$ cat src/design/rfid_fd_pkg.sv
package rfid_fd_pkg;

   // actions carried by one input word
   typedef enum logic [1:0] {
      ACT_BYTE    = 2'd0,
      ACT_NEW_RUN = 2'd1,
      ACT_ABSENT  = 2'd2,
      ACT_RESTART = 2'd3
   } action_type;

   // reader type register codes
   localparam logic [1:0] READER_SHORT = 2'd0;
   localparam logic [1:0] READER_LONG  = 2'd1;
   localparam logic [1:0] READER_NONE  = 2'd2;

   // short range frame
   localparam int unsigned SR_PREFIX_LEN = 5;
   localparam logic [7:0] SR_PREFIX [SR_PREFIX_LEN] = '{8'h0E, 8'h00, 8'h11, 8'h00, 8'h05};
   localparam logic [3:0] SR_PREFIX_LAST_POS = 4'(SR_PREFIX_LEN - 1);
   localparam logic [3:0] SR_DATA_LAST_POS   = 4'd12;
   localparam logic [3:0] SR_CHECK_POS       = 4'd13;

   // long range frame
   localparam logic [7:0] LR_SOF         = 8'h54;
   localparam logic [3:0] LR_CRC_LO_POS  = 4'd9;
   localparam logic [3:0] LR_CRC_HI_POS  = 4'd10;

   // id bytes inside a frame, most significant last
   localparam int unsigned ID_FIRST_POS = 1;
   localparam int unsigned ID_LAST_POS  = 8;
   localparam int unsigned BYTE_STORE_LAST = 9;

   localparam logic [15:0] CRC_NIBBLE_MUL = 16'd4225;

   // queue between front and back
   localparam int unsigned QUEUE_DEPTH = 2;   // power of two
   localparam int unsigned QUEUE_AW    = $clog2(QUEUE_DEPTH);

   typedef struct packed {
      logic [1:0] action;
      logic [7:0] rx_byte;
      logic       framing_error;
      logic       parity_error;
   } req_word_type;

   typedef struct packed {
      logic        id_accepted;
      logic        checksum_error;
      logic        id_reported;
      logic [63:0] transponder_id;
      logic [15:0] framing_error_count;
      logic [15:0] parity_error_count;
   } rsp_word_type;

   typedef struct packed {
      action_type               action;
      logic [7:0]               rx_byte;
      logic                     framing_error;
      logic                     parity_error;
      logic [SR_PREFIX_LEN-1:0] sr_prefix_hit;
      logic                     lr_sof_hit;
   } queue_item_type;

   // reflected crc-16 (0x1021), one nibble
   function automatic logic [15:0] crc_add_nibble(input logic [15:0] crc,
                                                  input logic [3:0]  nib);
      logic [3:0]  idx;
      logic [19:0] prod;
      idx  = crc[3:0] ^ nib;
      prod = 20'(idx) * 20'(CRC_NIBBLE_MUL);
      return (crc >> 4) ^ prod[15:0];
   endfunction

   function automatic logic [15:0] crc_add_byte(input logic [15:0] crc,
                                                input logic [7:0]  data);
      return crc_add_nibble(crc_add_nibble(crc, data[3:0]), data[7:4]);
   endfunction

endpackage

$ cat src/design/rfid_fd_front.sv
module rfid_fd_front
   import rfid_fd_pkg::*;
(
   input  logic           req_valid,
   output logic           req_ready,
   input  req_word_type   req_data,
   input  logic           queue_full,
   output logic           push,
   output queue_item_type push_item
);

   assign req_ready = !queue_full;
   assign push      = req_valid && !queue_full;

   // decode action and pre-match the byte against every prefix position and the long range start byte
   always_comb begin
      push_item.action        = action_type'(req_data.action);
      push_item.rx_byte       = req_data.rx_byte;
      push_item.framing_error = req_data.framing_error;
      push_item.parity_error  = req_data.parity_error;
      for (int i = 0; i < SR_PREFIX_LEN; i++) begin
         push_item.sr_prefix_hit[i] = (req_data.rx_byte == SR_PREFIX[i]);
      end
      push_item.lr_sof_hit = (req_data.rx_byte == LR_SOF);
   end

endmodule

$ cat src/design/rfid_fd_queue.sv
module rfid_fd_queue
   import rfid_fd_pkg::*;
(
   input  logic           clock,
   input  logic           reset,
   input  logic           push,
   input  queue_item_type push_item,
   output logic           full,
   input  logic           pop,
   output logic           head_valid,
   output queue_item_type head_item
);

   queue_item_type      storage_ff [QUEUE_DEPTH];
   logic [QUEUE_AW-1:0] wr_ptr_ff, wr_ptr_in;
   logic [QUEUE_AW-1:0] rd_ptr_ff, rd_ptr_in;
   logic [QUEUE_AW:0]   count_ff, count_in;

   assign full       = (count_ff == (QUEUE_AW + 1)'(QUEUE_DEPTH));
   assign head_valid = (count_ff != '0);
   assign head_item  = storage_ff[rd_ptr_ff];

   always_comb begin
      wr_ptr_in = push ? QUEUE_AW'(wr_ptr_ff + 1'b1) : wr_ptr_ff;
      rd_ptr_in = pop  ? QUEUE_AW'(rd_ptr_ff + 1'b1) : rd_ptr_ff;
      unique case ({push, pop})
         2'b10:   count_in = (QUEUE_AW + 1)'(count_ff + 1'b1);
         2'b01:   count_in = (QUEUE_AW + 1)'(count_ff - 1'b1);
         default: count_in = count_ff;
      endcase
   end

   always_ff @(posedge clock) begin
      if (reset) begin
         wr_ptr_ff <= '0;
         rd_ptr_ff <= '0;
         count_ff  <= '0;
      end else begin
         wr_ptr_ff <= wr_ptr_in;
         rd_ptr_ff <= rd_ptr_in;
         count_ff  <= count_in;
      end
   end

   always_ff @(posedge clock) begin
      if (push) begin
         storage_ff[wr_ptr_ff] <= push_item;
      end
   end

endmodule

$ cat src/design/rfid_fd_back.sv
module rfid_fd_back
   import rfid_fd_pkg::*;
(
   input  logic           clock,
   input  logic           reset,
   input  logic [1:0]     reader_type,
   input  logic           item_valid,
   input  queue_item_type item,
   output logic           pop,
   output logic           rsp_valid,
   input  logic           rsp_ready,
   output rsp_word_type   rsp_data
);

   logic [3:0]  frame_pos_ff, frame_pos_in;
   logic [7:0]  xor_sum_ff, xor_sum_in;
   logic [15:0] crc_ff, crc_in;
   logic [63:0] stored_id_ff, stored_id_in;
   logic        id_valid_ff, id_valid_in;
   logic        new_run_ff, new_run_in;
   logic [15:0] fe_count_ff, fe_count_in;
   logic [15:0] pe_count_ff, pe_count_in;
   logic        rsp_valid_ff;
   rsp_word_type rsp_ff, rsp_in;
   logic [7:0]  frame_bytes_ff [ID_FIRST_POS:BYTE_STORE_LAST];

   logic        accepted;
   logic        cerr;
   logic        reported;
   logic [63:0] frame_id;
   logic [15:0] rx_crc;

   assign pop       = item_valid && (!rsp_valid_ff || rsp_ready);
   assign rsp_valid = rsp_valid_ff;
   assign rsp_data  = rsp_ff;

   always_comb begin
      frame_id = '0;
      for (int i = ID_LAST_POS; i >= ID_FIRST_POS; i--) begin
         frame_id = {frame_id[55:0], frame_bytes_ff[i]};
      end
   end

   assign rx_crc = {item.rx_byte, frame_bytes_ff[BYTE_STORE_LAST]};

   always_comb begin
      frame_pos_in = frame_pos_ff;
      xor_sum_in   = xor_sum_ff;
      crc_in       = crc_ff;
      stored_id_in = stored_id_ff;
      id_valid_in  = id_valid_ff;
      new_run_in   = new_run_ff;
      fe_count_in  = fe_count_ff;
      pe_count_in  = pe_count_ff;
      accepted     = 1'b0;
      cerr         = 1'b0;
      reported     = 1'b0;

      if (pop) begin
         unique case (item.action)
            ACT_BYTE: begin
               fe_count_in = 16'(fe_count_ff + 16'(item.framing_error));
               pe_count_in = 16'(pe_count_ff + 16'(item.parity_error));
               unique case (reader_type)
                  READER_SHORT: begin
                     if (frame_pos_ff <= SR_PREFIX_LAST_POS) begin
                        if (frame_pos_ff == 4'd0) begin
                           xor_sum_in = '0;
                        end
                        if (!item.sr_prefix_hit[frame_pos_ff[2:0]]) begin
                           frame_pos_in = '0;
                        end else begin
                           xor_sum_in   = xor_sum_in ^ item.rx_byte;
                           frame_pos_in = 4'(frame_pos_ff + 1'b1);
                        end
                     end else if (frame_pos_ff <= SR_DATA_LAST_POS) begin
                        xor_sum_in   = xor_sum_ff ^ item.rx_byte;
                        frame_pos_in = 4'(frame_pos_ff + 1'b1);
                     end else if (frame_pos_ff == SR_CHECK_POS) begin
                        cerr         = (item.rx_byte != xor_sum_ff);
                        accepted     = (item.rx_byte == xor_sum_ff);
                        frame_pos_in = '0;
                     end else begin
                        frame_pos_in = '0;
                     end
                  end
                  READER_LONG: begin
                     if (frame_pos_ff == 4'd0) begin
                        if (item.lr_sof_hit) begin
                           crc_in       = crc_add_byte('0, item.rx_byte);
                           frame_pos_in = 4'd1;
                        end
                     end else if (frame_pos_ff == 4'd1) begin
                        crc_in       = crc_add_byte('0, item.rx_byte);
                        frame_pos_in = 4'(frame_pos_ff + 1'b1);
                     end else if (frame_pos_ff <= 4'(ID_LAST_POS)) begin
                        crc_in       = crc_add_byte(crc_ff, item.rx_byte);
                        frame_pos_in = 4'(frame_pos_ff + 1'b1);
                     end else if (frame_pos_ff == LR_CRC_LO_POS) begin
                        frame_pos_in = 4'(frame_pos_ff + 1'b1);
                     end else if (frame_pos_ff == LR_CRC_HI_POS) begin
                        cerr         = (rx_crc != crc_ff);
                        accepted     = (rx_crc == crc_ff);
                        frame_pos_in = '0;
                     end else begin
                        frame_pos_in = '0;
                     end
                  end
                  default: frame_pos_in = '0;
               endcase
               if (accepted && (new_run_ff || !id_valid_ff || frame_id != stored_id_ff)) begin
                  new_run_in   = 1'b0;
                  stored_id_in = frame_id;
                  id_valid_in  = 1'b1;
                  reported     = 1'b1;
               end
            end
            ACT_NEW_RUN: new_run_in = 1'b1;
            ACT_ABSENT: begin
               id_valid_in  = 1'b0;
               stored_id_in = '0;
            end
            ACT_RESTART: frame_pos_in = '0;
         endcase
      end

      rsp_in.id_accepted         = accepted;
      rsp_in.checksum_error      = cerr;
      rsp_in.id_reported         = reported;
      rsp_in.transponder_id      = id_valid_in ? stored_id_in : '0;
      rsp_in.framing_error_count = fe_count_in;
      rsp_in.parity_error_count  = pe_count_in;
   end

   always_ff @(posedge clock) begin
      if (reset) begin
         frame_pos_ff <= '0;
         xor_sum_ff   <= '0;
         crc_ff       <= '0;
         stored_id_ff <= '0;
         id_valid_ff  <= 1'b0;
         new_run_ff   <= 1'b0;
         fe_count_ff  <= '0;
         pe_count_ff  <= '0;
         rsp_valid_ff <= 1'b0;
      end else begin
         frame_pos_ff <= frame_pos_in;
         xor_sum_ff   <= xor_sum_in;
         crc_ff       <= crc_in;
         stored_id_ff <= stored_id_in;
         id_valid_ff  <= id_valid_in;
         new_run_ff   <= new_run_in;
         fe_count_ff  <= fe_count_in;
         pe_count_ff  <= pe_count_in;
         if (pop) begin
            rsp_valid_ff <= 1'b1;
         end else if (rsp_ready) begin
            rsp_valid_ff <= 1'b0;
         end
      end
   end

   // frame byte store and result register, no reset
   always_ff @(posedge clock) begin
      if (pop) begin
         rsp_ff <= rsp_in;
      end
      for (int i = ID_FIRST_POS; i <= BYTE_STORE_LAST; i++) begin
         if (pop && item.action == ACT_BYTE && frame_pos_ff == 4'(i)) begin
            frame_bytes_ff[i] <= item.rx_byte;
         end
      end
   end

endmodule

$ cat src/design/rfid_id_frame_decoder_core.sv
// transponder id frame decoder: takes one uart word per cycle while req_ready is high
// (a data byte with its framing and parity error flags, or a new-run / transponder-absent
// / restart-frame action) and returns exactly one result word for each, in order.
// csr_write_data picks the reader: 0 short range (prefix 0e 00 11 00 05, 14 bytes, xor
// check on the last byte), 1 long range (start byte 54, 11 bytes, crc-16 kermit over
// bytes 1 to 8 against bytes 9 and 10 low first), 2 none. a good frame yields the
// 64-bit id from bytes 8 down to 1; id_reported is set when that id is new or a new
// run was requested. both error counters wrap at 16 bits. the csr may be written only
// while the block is idle. an accepted word is written into the 2-entry queue and
// moves into the result register when the back pops it; the queue lets the front
// keep taking words while a result waits on rsp_ready.
module rfid_id_frame_decoder_core
   import rfid_fd_pkg::*;
(
   input  logic         clock,
   input  logic         reset,
   input  logic         csr_write_enable,
   input  logic [1:0]   csr_write_data,
   input  logic         req_valid,
   output logic         req_ready,
   input  req_word_type req_data,
   output logic         rsp_valid,
   input  logic         rsp_ready,
   output rsp_word_type rsp_data
);

   logic [1:0]     reader_type_q_ff;
   logic           queue_full;
   logic           push;
   queue_item_type push_item;
   logic           pop;
   logic           head_valid;
   queue_item_type head_item;

   // reader type register
   always_ff @(posedge clock) begin
      if (reset) begin
         reader_type_q_ff <= READER_SHORT;
      end else if (csr_write_enable) begin
         reader_type_q_ff <= csr_write_data;
      end
   end

   // front: handshake and byte pre-classification
   rfid_fd_front u_front (
      .req_valid  (req_valid),
      .req_ready  (req_ready),
      .req_data   (req_data),
      .queue_full (queue_full),
      .push       (push),
      .push_item  (push_item)
   );

   // short queue between front and back
   rfid_fd_queue u_queue (
      .clock      (clock),
      .reset      (reset),
      .push       (push),
      .push_item  (push_item),
      .full       (queue_full),
      .pop        (pop),
      .head_valid (head_valid),
      .head_item  (head_item)
   );

   // back: frame state machine, id store, counters, result register
   rfid_fd_back u_back (
      .clock       (clock),
      .reset       (reset),
      .reader_type (reader_type_q_ff),
      .item_valid  (head_valid),
      .item        (head_item),
      .pop         (pop),
      .rsp_valid   (rsp_valid),
      .rsp_ready   (rsp_ready),
      .rsp_data    (rsp_data)
   );

   // a completed frame is either good or bad, never both
   a_accept_xor_error: assert property (@(posedge clock) disable iff (reset)
      rsp_valid |-> !(rsp_data.id_accepted && rsp_data.checksum_error))
      else $error("frame flagged both accepted and checksum error");

   // an id is only reported from an accepted frame, and it is then the stored id
   a_report_needs_accept: assert property (@(posedge clock) disable iff (reset)
      (rsp_valid && rsp_data.id_reported) |-> rsp_data.id_accepted)
      else $error("id reported without an accepted frame");

   // the front only stalls when there is work waiting for the back
   a_stall_has_work: assert property (@(posedge clock) disable iff (reset)
      !req_ready |-> head_valid)
      else $error("input stalled with an empty queue");

   // a popped word always lands in the result register
   a_pop_fills_rsp: assert property (@(posedge clock) disable iff (reset)
      pop |=> rsp_valid)
      else $error("popped word produced no result");

endmodule
$ cat config.mk
export PLATFORM = sky130hd
export DESIGN_NAME = rfid_id_frame_decoder_core
export DESIGN_NICKNAME = d
export VERILOG_FILES = /design/src/design/rfid_fd_pkg.sv /design/src/design/rfid_fd_front.sv /design/src/design/rfid_fd_queue.sv /design/src/design/rfid_fd_back.sv /design/src/design/rfid_id_frame_decoder_core.sv
export SDC_FILE = /design/constraint.sdc
export NUM_CORES = 1
export LEC_CHECK = 0
export BUFFER_PORTS_ARGS = -buffer_cell sky130_fd_sc_hd__buf_2
export CAP_MARGIN = 20
export CORE_MARGIN = 2
export CORE_UTILIZATION = 55
export DETAILED_ROUTE_END_ITERATION = 10
export PLACE_DENSITY = 0.85
export SYNTH_ARGS = -nofsm -noshare
export SYNTH_HDL_FRONTEND = slang
export SYNTH_HIERARCHICAL = 1
export SYNTH_SLANG_ARGS = --single-unit
$ cat constraint.sdc
create_clock -name clock -period 3.7 [get_ports clock]
set_input_delay 0.37 -clock clock [delete_from_list [all_inputs] [get_ports clock]]
set_output_delay 0.37 -clock clock [all_outputs]
set_load 0.005 [all_outputs]
==> flow_metrics.tcl <==
set metrics [dict create \
    synthArstFlopShare_pct 0 \
    dp_cells 1615 \
    grt_pass1_wl_um 52050 \
    die_w_um 168.3 \
    detail-route-antenna-nets 0 \
    place_congestion 0.9806 \
    place_hpwl_um 21940 \
    grt.overflow.total 0 \
    hold_end "u_queue/storage_ff[0][6]" \
    fin_cells 1679 \
    dieArea_sq_um 28310 \
    worstReg2RegEnd "u_back/stored_id_ff[8]" \
    yosys.area.top_type_share_pct 41.89 \
    fp.dieH_um 168.3 \
    yosysUniqueCellTypes 63 \
    grt_max_degree 64 \
    grt_pass1_vias 9480 \
    drt_first_pass_iters 6 \
    start_util_pct 55.53 \
    dp_slack_ns 0.4123 \
    synth_most_common_cell "edfxtp_1" \
    io_buffers 119 \
    whs_path_depth 1 \
    io_pins 120 \
    area_growth_pct 13.56 \
    fin_nets 1344 \
    synth_top_cells_by_area "edfxtp_1 (42%), dfxtp_1 (18%), xnor2_1 (6.6%)" \
    min_period_over_period_pct 90.07 \
    reg2reg_depth 10 \
    synth_nets 1237 \
    antenna_found_initial 0 \
    core_sq_um 26730 \
    post_cts.repair.setup_buffers 0 \
    avgViaCountPerCell 5.908 \
    cts-root-buf "clkbuf_16" \
    ys_seq_elements 341 \
    setup_viol 0 \
    htree_levels 2 \
    drt_wl_total_um 33850 \
    switching_share_pct 27.33 \
    status "finished clean" \
    drv_slew 0 \
    r2r_slack_ns 0.37 \
    rows 60 \
    leakage_nw 5.853 \
    synth-edff-count 207 \
    timing.final.ws_setup_ns 0.3675 \
    ir_drop_v 0.0004415 \
    critPathLaunchType "flip-flop" \
    fin_crit_ns 3.332 \
    worstPathRequired_ns 4.10 \
    ctsHoldBuffers 0 \
    tightest_slew_ns 0.8601 \
    p_int_mw 7.618 \
    p_clk_share_pct 34.7 \
    slew_headroom_pct 42.66 \
    max_freq_ghz 0.3001 \
    hold_viol 0 \
    seqPwrFrac_pct 47.4 \
    clk_latency_ns 0.52 \
    grt.total_usage_pct 23.37 \
    synth_area_sq_um 14840 \
    synthCells 1205 \
    hold_path.class "in -> reg" \
    rsz0062_at_grt "false" \
    clk_path_buf_depth 3 \
    arrival_ns 3.74 \
    switching_power_mw 2.865 \
    cap_violations 0 \
    netlist_top_cells_count "edfxtp_1 (207), dfxtp_1 (134), xnor2_1 (111)" \
    cts_buffers 36 \
    crit_fanout 58 \
    drc 0 \
    total_power_mw 10.48 \
    syn-mean-instance-area_sq_um 12.32 \
    synth-main-ff-cell "edfxtp_1" \
    drt-initial-drc-count 1213 \
    drive_gt1_share_pct 17.41 \
    yosys.area.top_type "edfxtp_1" \
    via_count 9920 \
    ys_seq_area_share_pct 59.96 \
    cts_sinks 341 \
    hold_path_startpoint "req_data[0]" \
    path_clk_slew_ns 0.06 \
    crit_type "reg -> reg" \
    yosysWarnings 6 \
    cts_tree "yes" \
    diodes 0 \
    clock_skew_ns 0.02906 \
    share_comb_of_total_power_pct 17.9 \
    tns_ns 0 \
    p_per_area_nw_per_um2 622.0 \
    endpoint_kind "flip-flop" \
    wl_per_cell_um 20.16 \
    cts_resized 0 \
]
cells by family after synthesis:
logic type / synth area share (%)
simple gates: 11.15
buf+inv: 5.075
xor+xnor: 8.734
mux: 2.243
fa+ha+maj: 1.096
compound gates: 11.74
flops: 59.96
routing by layer:
metal	wire length (um)	global-route usage (%)	vias to the layer above	share of wire (%)
met4	1071	8.471	0	3.2
met3	2547	3.996	73	7.5
met1	13850	31.15	4804	41
met2	16380	38.74	464	48
met5	0	0	-	0
li1	-	-	4579	-
metrics by stage:
| stage | hold slack [ns] | utilization (%) | area [sq um] |
|---|---|---|---|
| after floorplan | 0.4391 | - | 14840 |
| after global placement | 0.4549 | 58.55 | 15650 |
| after detailed placement | 0.4634 | 58.55 | 15650 |
| after CTS | 0.03474 | 63.06 | 16850 |
| after global routing | 0.03568 | 63.06 | 16850 |
| final | 0.05628 | 63.06 | 16850 |
final cells by class:
type	instances	area [sq um]
clock buffer	44	972.2
sequential	341	8899
clock inverter	20	232.7
fill	1898	9873
timing repair buffer	139	795.8
tap	341	426.7
multi-input combinational	710	5209
inverter	84	317.8
how the worst max path moves through the flow:
stage / from / endpoint / cells past startpoint
floorplan: rsp_ready / u_back/xor_sum_ff[4] / 8
finish: flip-flop / u_back/stored_id_ff[8] / 10
CTS: flip-flop / u_back/rsp_data[68] / 10
global route: flip-flop / u_back/crc_ff[15] / 10
global placement: flip-flop / u_back/rsp_data[37] / 10
detailed placement: flip-flop / u_back/rsp_data[37] / 10
sequential cells by signal (all words and copies together) (netlist names), 2 cells and up, named ones only:
| name | flops |
|---|---|
| u_back/pe_count_ff | 16 |
| u_back/fe_count_ff | 16 |
| reader_type_q_ff | 2 |
| u_back/crc_ff | 16 |
| u_back/xor_sum_ff | 8 |
| u_back/frame_pos_ff | 4 |
| u_queue/storage_ff | 36 |
| u_back/frame_bytes_ff | 72 |
| u_back/rsp_data | 99 |
| u_back/stored_id_ff | 64 |
| u_queue/count_ff | 2 |
worst max-delay path, stage by stage (launching register included):
cell and delay, ns:
dfxtp_1 0.44, buf_4 0.26, mux2_2 0.54, xor2_1 0.22, nor4_2 0.23, nand4_1 0.20, o21bai_2 0.31, o211ai_1 0.24
a21oi_4 0.31, buf_12 0.32, o2bb2ai_1 0.13
power by group through the flow:
stage                     sequential, mW  combinational [mW]  clock [mW]
final                               4.97                1.88        3.63
after CTS                           4.97                1.89        3.69
after global routing                5.02                2.03        3.83
after global placement              5.04                1.83           0
after floorplan                     5.07               0.962           0
after detailed placement            5.05                1.87           0
layout by cell type (no fill, tap or decap), types with 16 or more instances in the layout:
cell type  Yosys  final
nand3_1       22     22
nand4_1       36     36
inv_1         82     82
nor2b_1       35     35
nor2_1        63     63
xor2_1        37     37
a21oi_1       22     22
buf_4         16     16
xnor2_1      111    111
nand2b_1      24     24
nand2_1       54     54
a22o_1        64     64
dfxtp_1      134    134
buf_2         26    119
clkbuf_16      0     37
mux2_2        18     18
o2bb2ai_1     63     63
edfxtp_1     207    207
Power figures use the tool's default switching activity.
